--- src/hdl/hysteresis_peak_valley_detector_defines.svh ---
// Assertion macros for the hysteresis peak/valley detector.
`ifndef HYSTERESIS_PEAK_VALLEY_DETECTOR_DEFINES_SVH
`define HYSTERESIS_PEAK_VALLEY_DETECTOR_DEFINES_SVH

// Same-cycle implication, disabled during reset.
`define HPVD_ASSERT_NOW(lbl, ante, cons, msg) \
  lbl: assert property (@(posedge clk_i) disable iff (!rst_ni) (ante) |-> (cons)) \
    else $error(msg);

// Next-cycle implication, disabled during reset.
`define HPVD_ASSERT_NEXT(lbl, ante, cons, msg) \
  lbl: assert property (@(posedge clk_i) disable iff (!rst_ni) (ante) |=> (cons)) \
    else $error(msg);

`endif

--- src/hdl/hpvd_pkg.sv ---
// Types and constants for the hysteresis peak/valley detector.
package hpvd_pkg;

  localparam int MaxLenDefault = 256;
  localparam int QueueDepth    = 4;
  localparam int SampleW       = 13;
  localparam int ValueW        = 15;
  localparam int ThrW          = 13;
  localparam int OutPosW       = 8;
  localparam int CountW        = 9;
  localparam int DataW         = 32;
  localparam int AddrW         = 3;

  localparam logic signed [ValueW-1:0] SentinelHigh = 15'sd10000;
  localparam logic signed [ValueW-1:0] SentinelLow  = -15'sd10000;
  localparam logic [ThrW-1:0]          ThrReset     = 13'd2;
  localparam logic [CountW-1:0]        SeenMax      = 9'd511;

  // Word index of the single configuration register (paddr bit 2)
  localparam logic RegSwingThreshold = 1'b0;

  localparam logic KindExtremum = 1'b0;
  localparam logic KindCount    = 1'b1;

  typedef struct packed {
    logic                      kind;
    logic                      is_peak;
    logic [OutPosW-1:0]        position;
    logic signed [ValueW-1:0]  value;
    logic [CountW-1:0]         count;
    logic                      last;
  } res_t;

endpackage

--- src/hdl/hysteresis_peak_valley_detector.sv ---
// Hysteresis peak/valley detector: input register, tracker update, result queue.
// A request is registered on acceptance; once the queue has room, its results are computed
// from the input register and written into the queue, from whose head they are output.
// Throughput: one sample per cycle; a final sample yields up to three results,
// drained one per cycle unless the output stalls; a held request stalls while the 4-entry queue lacks 3 free slots.
// Reset clears the tracker, sample counter and queue; swing threshold resets to 2.
`include "hysteresis_peak_valley_detector_defines.svh"

module hysteresis_peak_valley_detector #(
  parameter int MAX_LEN = hpvd_pkg::MaxLenDefault
) (
  input  logic                                  clk_i,
  input  logic                                  rst_ni,
  // sample channel
  input  logic                                  in_valid_i,
  output logic                                  in_stall_o,
  input  logic signed [hpvd_pkg::SampleW-1:0]   sample_i,
  input  logic                                  is_last_i,
  // result channel
  output logic                                  out_valid_o,
  input  logic                                  out_stall_i,
  output logic                                  result_kind_o,
  output logic                                  is_peak_o,
  output logic [hpvd_pkg::OutPosW-1:0]          position_o,
  output logic signed [hpvd_pkg::ValueW-1:0]    extreme_value_o,
  output logic [hpvd_pkg::CountW-1:0]           extremum_count_o,
  output logic                                  last_result_o,
  // configuration
  input  logic                                  psel,
  input  logic                                  penable,
  input  logic                                  pwrite,
  input  logic [hpvd_pkg::AddrW-1:0]            paddr,
  input  logic [hpvd_pkg::DataW-1:0]            pwdata,
  output logic [hpvd_pkg::DataW-1:0]            prdata,
  output logic                                  pready
);
  import hpvd_pkg::*;

  localparam int POS_W = $clog2(MAX_LEN + 1);
  localparam int SAT_W = (POS_W > OutPosW) ? POS_W : OutPosW;
  localparam int PTR_W = $clog2(QueueDepth);
  localparam int CNT_W = $clog2(QueueDepth + 1);

  typedef struct packed {
    logic                     seek_peak;
    logic signed [ValueW-1:0] cand_val;
    logic [POS_W-1:0]         cand_pos;
    logic [CountW-1:0]        seen;
    logic                     have;
  } trk_t;

  typedef struct packed {
    trk_t trk;
    logic emit;
    res_t res;
  } step_t;

  function automatic logic [OutPosW-1:0] sat_pos(logic [POS_W-1:0] p);
    logic [SAT_W-1:0] ext;
    ext = SAT_W'(p);
    return (ext > SAT_W'(255)) ? {OutPosW{1'b1}} : ext[OutPosW-1:0];
  endfunction

  // One value against the running candidate
  function automatic step_t apply_val(trk_t t, logic signed [ValueW-1:0] v,
                                      logic [POS_W-1:0] p, logic [ThrW-1:0] thr);
    step_t              s;
    logic signed [15:0] diff;
    logic signed [15:0] thr_s;
    logic               conf;
    logic               more;
    s      = '0;
    s.trk  = t;
    thr_s  = {3'b000, thr};
    diff   = t.seek_peak ? ({t.cand_val[ValueW-1], t.cand_val} - {v[ValueW-1], v})
                         : ({v[ValueW-1], v} - {t.cand_val[ValueW-1], t.cand_val});
    conf   = t.have && (diff >= thr_s);
    more   = t.seek_peak ? (v > t.cand_val) : (v < t.cand_val);
    s.res.kind     = KindExtremum;
    s.res.is_peak  = t.seek_peak;
    s.res.position = sat_pos(t.cand_pos);
    s.res.value    = t.cand_val;
    if (!t.have) begin
      s.trk.cand_val = v;
      s.trk.cand_pos = p;
      s.trk.have     = 1'b1;
    end else if (conf) begin
      s.emit          = 1'b1;
      s.trk.seen      = (t.seen < SeenMax) ? t.seen + 9'd1 : t.seen;
      s.trk.seek_peak = !t.seek_peak;
      s.trk.cand_val  = v;
      s.trk.cand_pos  = p;
    end else if (more) begin
      s.trk.cand_val = v;
      s.trk.cand_pos = p;
    end
    return s;
  endfunction

  // configuration register
  logic [ThrW-1:0] thr_q;
  logic            cfg_wr;

  assign pready = 1'b1;
  assign cfg_wr = psel && penable && pwrite && (paddr[2] == RegSwingThreshold);
  assign prdata = (paddr[2] == RegSwingThreshold) ? DataW'(thr_q) : '0;

  always_ff @(posedge clk_i or negedge rst_ni) begin
    if (!rst_ni) begin
      thr_q <= ThrReset;
    end else if (cfg_wr) begin
      thr_q <= pwdata[ThrW-1:0];
    end
  end

  // input register
  logic                      in_valid_q;
  logic signed [SampleW-1:0] sample_q;
  logic                      last_q;
  logic                      room;
  logic                      proc;
  logic                      load;
  logic [CNT_W-1:0]          cnt_q;
  logic [CNT_W-1:0]          cnt_d;

  assign room       = (cnt_q <= CNT_W'(QueueDepth - 3));
  assign proc       = in_valid_q && room;
  assign in_stall_o = in_valid_q && !room;
  assign load       = in_valid_i && !in_stall_o;

  always_ff @(posedge clk_i or negedge rst_ni) begin
    if (!rst_ni) begin
      in_valid_q <= 1'b0;
    end else if (load) begin
      in_valid_q <= 1'b1;
    end else if (proc) begin
      in_valid_q <= 1'b0;
    end
  end

  always_ff @(posedge clk_i) begin
    if (load) begin
      sample_q <= sample_i;
      last_q   <= is_last_i;
    end
  end

  // tracker update
  trk_t                     trk_q;
  trk_t                     trk_d;
  logic [POS_W-1:0]         pos_q;
  logic [POS_W-1:0]         pos_d;
  logic [POS_W-1:0]         nxt_pos;
  logic signed [ValueW-1:0] av;
  step_t                    st1;
  step_t                    st2;
  res_t                     cres;
  res_t                     rlist [3];
  logic [2:0]               rvld;
  res_t                     ord [3];
  logic [1:0]               n_push;

  assign nxt_pos = (pos_q < POS_W'(MAX_LEN)) ? pos_q + POS_W'(1) : pos_q;
  // final sample is replaced by the high sentinel
  assign av      = last_q ? SentinelHigh : {{(ValueW-SampleW){sample_q[SampleW-1]}}, sample_q};
  assign st1     = apply_val(trk_q, av, pos_q, thr_q);
  assign st2     = apply_val(st1.trk, SentinelLow, nxt_pos, thr_q);

  always_comb begin
    cres          = '0;
    cres.kind     = KindCount;
    cres.last     = 1'b1;
    cres.count    = trk_q.have ? {st2.trk.seen[CountW-1:1], 1'b0} : '0;
    rlist[0]      = st1.res;
    rlist[1]      = st2.res;
    rlist[2]      = cres;
    rvld[0]       = st1.emit;
    rvld[1]       = last_q && trk_q.have && st2.emit;
    rvld[2]       = last_q;
  end

  // pack the pending results in order
  always_comb begin
    n_push = 2'd0;
    for (int k = 0; k < 3; k++) begin
      ord[k] = '0;
    end
    for (int k = 0; k < 3; k++) begin
      if (rvld[k]) begin
        ord[n_push] = rlist[k];
        n_push      = n_push + 2'd1;
      end
    end
  end

  always_comb begin
    trk_d = trk_q;
    pos_d = pos_q;
    if (proc) begin
      if (last_q) begin
        trk_d = '0;
        pos_d = '0;
      end else begin
        trk_d = st1.trk;
        pos_d = nxt_pos;
      end
    end
  end

  always_ff @(posedge clk_i or negedge rst_ni) begin
    if (!rst_ni) begin
      trk_q <= '0;
      pos_q <= '0;
    end else begin
      trk_q <= trk_d;
      pos_q <= pos_d;
    end
  end

  // result queue
  res_t             qmem [QueueDepth];
  logic [PTR_W-1:0] wr_ptr_q;
  logic [PTR_W-1:0] rd_ptr_q;
  logic             pop;
  logic [1:0]       n_in;
  res_t             head;

  assign n_in        = proc ? n_push : 2'd0;
  assign out_valid_o = (cnt_q != '0);
  assign pop         = out_valid_o && !out_stall_i;
  assign cnt_d       = cnt_q + CNT_W'(n_in) - CNT_W'(pop);

  always_ff @(posedge clk_i) begin
    for (int k = 0; k < 3; k++) begin
      if (2'(k) < n_in) begin
        qmem[wr_ptr_q + PTR_W'(k)] <= ord[k];
      end
    end
  end

  always_ff @(posedge clk_i or negedge rst_ni) begin
    if (!rst_ni) begin
      wr_ptr_q <= '0;
      rd_ptr_q <= '0;
      cnt_q    <= '0;
    end else begin
      wr_ptr_q <= wr_ptr_q + PTR_W'(n_in);
      rd_ptr_q <= rd_ptr_q + PTR_W'(pop);
      cnt_q    <= cnt_d;
    end
  end

  assign head             = qmem[rd_ptr_q];
  assign result_kind_o    = head.kind;
  assign is_peak_o        = head.is_peak;
  assign position_o       = head.position;
  assign extreme_value_o  = head.value;
  assign extremum_count_o = head.count;
  assign last_result_o    = head.last;

  `HPVD_ASSERT_NOW(a_queue_bound, 1'b1, cnt_q <= CNT_W'(QueueDepth), "result queue overflow")
  `HPVD_ASSERT_NOW(a_one_per_sample, proc && !last_q, n_push <= 2'd1, "ordinary sample gave two results")
  `HPVD_ASSERT_NEXT(a_end_clears, proc && last_q, !trk_q.have && (trk_q.seen == '0) && (pos_q == '0), "tracker not cleared after final sample")
  `HPVD_ASSERT_NOW(a_last_is_count, out_valid_o && last_result_o, result_kind_o && !is_peak_o, "final result is not a count")

endmodule
--- config.mk ---
export PLATFORM = sky130hd
export DESIGN_NAME = hysteresis_peak_valley_detector
export DESIGN_NICKNAME = d
export VERILOG_FILES = /design/src/hdl/hpvd_pkg.sv /design/src/hdl/hysteresis_peak_valley_detector.sv
export VERILOG_INCLUDE_DIRS = /design/src /design/src/hdl
export SDC_FILE = /design/constraint.sdc
export NUM_CORES = 1
export LEC_CHECK = 0
export ABC_AREA = 0
export BUFFER_PORTS_ARGS = -buffer_cell sky130_fd_sc_hd__buf_2
export CELL_PAD_IN_SITES_DETAIL_PLACEMENT = 0
export CELL_PAD_IN_SITES_GLOBAL_PLACEMENT = 1
export CORE_ASPECT_RATIO = 1.4
export CORE_MARGIN = 2
export CORE_UTILIZATION = 47
export CTS_CLUSTER_DIAMETER = 40
export DETAILED_ROUTE_END_ITERATION = 10
export GPL_TIMING_DRIVEN = 0
export HOLD_SLACK_MARGIN = 0.02
export PLACE_DENSITY = 0.86
export SYNTH_ARGS = -nofsm -noshare
export SYNTH_HDL_FRONTEND = slang
export SYNTH_SLANG_ARGS = --single-unit
--- constraint.sdc ---
create_clock -name clk_i -period 12.9 [get_ports clk_i]
set_input_delay 3.87 -clock clk_i [delete_from_list [all_inputs] [get_ports clk_i]]
set_output_delay 3.87 -clock clk_i [all_outputs]
set_load 0.005 [all_outputs]
==> impl_metrics.tcl <==
set metrics [dict create \
    status "completed" \
    avgSynthCellArea_um2 9.91 \
    final_common_cell "nor2_1" \
    cellPowerDensity_mw_per_mm2 293 \
    p_comb_frac 0.602 \
    fin_crit_sh 0.948 \
    critPathArrivalTime_ps 12480 \
    fin_cells 1883 \
    drv_slew 0 \
    p_total_mw 4.53 \
    synthesis.area_mm2 0.0134 \
    p_sw_mw 2.20 \
    io_buffers 83 \
    seq_area_frac_synth 0.447 \
    cp.required_ps 13150 \
    p_leak_nw 6.05 \
    async_reset_ff_frac 0.308 \
    synth_cells 1356 \
    p_int_mw 2.33 \
    drt_iter0_drc 667 \
    core_mm2 0.0283 \
    start_util 0.475 \
    dr_total_vias 11200 \
    via_per_inst 5.93 \
    area_growth_pct 15.0 \
    skew_ps 14.0 \
    die-area_mm2 0.0300 \
    n_antenna_cell 0 \
    synth_top_area_frac 0.326 \
    synth_edf_count 146 \
    maxSlewHeadroom 0.415 \
    critPathKind "register to register" \
    maxCapViolCount 0 \
    slowest_stage "or4b_2" \
    clkPwrFrac 0.158 \
    numCtsBuffers 26 \
    clockBufferDepth 3 \
    grt_pass1_wl_um 63600 \
    ios 126 \
    htree_levels 1 \
    ant_nets 0 \
    p_sw_frac 0.485 \
    wirelength_um 41800 \
    setup_viol 0 \
    ir_drop_mv 0.104 \
    crit_top_cell "ha_1" \
    hp-class "register to register" \
    ys_types 90 \
    clkSinkCount 211 \
    cts_tree "built" \
    synth_ff_type "edfxtp_1" \
    antenna_found_initial 0 \
    final_cell_mix "nor2_1, edfxtp_1, nand2_1" \
    die_height_um 204 \
    drc_errors 0 \
    startpoint_type "register" \
    fin_util 0.546 \
    max_freq_mhz 81.8 \
    seq_power_share 0.240 \
    place.gp.congestion 1.01 \
    setup_tns_ps 0 \
    hold_buffers 0 \
    synth.top_cells.by_area "edfxtp_1, dfrtp_1, ha_1, mux4_2, nor2_1" \
    yosysWarnings 0 \
    root_buffer "clkbuf_16" \
    cts.clk_slew.worst_paths_ps 60 \
    grt_usage 0.277 \
    std_cell_rows 73 \
    drive_above_1_share 0.169 \
    grt-ovfl-total 0 \
    worstMarginPinSlew_ps 871 \
    grt_max_degree 64 \
    cp-end-kind "register" \
    routedWlPerCell_um 22.2 \
    cpPeakStageDelay_ps 640 \
    yosys.area.top_type "edfxtp_1" \
    hold_viol 0 \
    hpwlAfterDp_um 32700 \
    finalNetCount 1616 \
    insertion_delay_ps 540 \
    die_w_um 147 \
    fin_crit_ps 12230 \
    grt_pass1_vias 11100 \
    synth-seq-cells 211 \
    placed_cells 1840 \
    whs_ps 497 \
    drtPass1Iterations 5 \
    critPathMaxFanout 10 \
]
==> cell type report <==
cell class                 count  area, µm²
clock inverter                16        165
inverter                      52        195
clock buffer                  28        679
tap                          375        469
sequential                   211       6010
multi-input combinational   1006       6850
timing repair buffer          90        554
buffer                       105        523
fill                        2546      12900
==> path summary, 6_finish.rpt <==
check                         start     endpoint  slack, ps  cells after the start
max in group asynchronous    rst_ni   in_valid_q       9220                      2
setup / recovery             last_q  qmem[1][25]        670                     46
min in group asynchronous    rst_ni     thr_q[9]       3130                      1
hold reg to reg            cnt_q[0]     cnt_q[0]        500                      1
hold / removal             cnt_q[0]     cnt_q[0]        500                      1
setup reg to reg             last_q  qmem[1][25]        670                     46
==> synth_stat cells, types with 9 or more instances <==
cell type	number
and2_1	10
mux4_2	33
o21ai_0	88
xnor2_1	31
o21a_1	10
o31ai_1	13
nor2_1	174
edfxtp_1	146
clkbuf_1	51
a22oi_1	13
nor2b_1	10
nor3_1	28
dfrtp_1	64
o22ai_1	43
nand2_1	128
buf_4	23
mux2_2	17
a21o_1	13
mux2i_1	10
a21oi_1	82
xor2_1	14
nand3_1	28
buf_2	17
ha_1	66
nand4_1	9
a31oi_1	12
buf_1	13
nand2b_1	12
inv_1	51
==> power groups by stage <==
stage               clock network (mW)  registers [mW]  logic, mW
finish                           0.716            1.09       2.73
global route                     0.749            1.10       2.96
CTS                              0.724            1.08       2.70
detailed placement                   0            1.10       2.68
global placement                     0            1.10       2.60
floorplan                            0            1.06       1.78
==> worst max-delay path, delay by kind of cell (launching register included) <==
| family | cells | cell delay [ps] |
|---|---|---|
| AOI/OAI and AO/OA | 16 | 3700 |
| xor gates and xnor gates | 3 | 870 |
| adders and majority gates | 5 | 1720 |
| buffers and inverters | 8 | 2160 |
| DFF | 1 | 520 |
| muxes | 1 | 340 |
| and+or+nand+nor | 13 | 2650 |
==> logic make-up (layout without fill, tap and decap cells) <==
family | Yosys count | in the layout | share of synthesized area
multiplexers | 60 | 60 | 0.0770
other | 2 | 21 | 0.000559
AND/OR/NAND/NOR | 445 | 445 | 0.152
adder cells (fa/ha/maj) | 68 | 68 | 0.0644
flip-flops | 211 | 211 | 0.447
buffers and inverters | 158 | 291 | 0.0533
AO/OA/AOI/OAI | 367 | 367 | 0.176
XOR/XNOR | 45 | 45 | 0.0293
==> routing by layer <==
layer,track usage,wire (µm),share of wire,vias up
li1,-,-,-,5246
met2,0.498,21200,0.51,408
met4,0.210,3530,0.085,0
met1,0.299,15200,0.37,5372
met5,0,0,0,-
met3,0.0277,1750,0.042,148
==> repair_timing <==
action,4_1_cts,5_1_grt
resized for setup,2,11
gates cloned,0,0
hold endpoints to repair,0,0
setup endpoints to repair,44,256
buffers inserted,0,0
==> stage by stage <==
stage | setup WS [ps] | area, µm²
4_1_cts | 61.9 | 15400
3_5_place_dp | -95.0 | 14600
2_1_floorplan | 1660 | 13500
6_report | 668 | 15500
5_1_grt | -6.37 | 15500
3_3_place_gp | -3090 | 14400
==> flip-flops by register name (all words and copies together) (netlist names), 3 cells and up <==
name	cells
trk_q	19
rlist	16
qmem	132
thr_q	13
pos_q	9
cnt_q	3
sample_q	13
No activity file was read; power rests on OpenSTA's default activity.
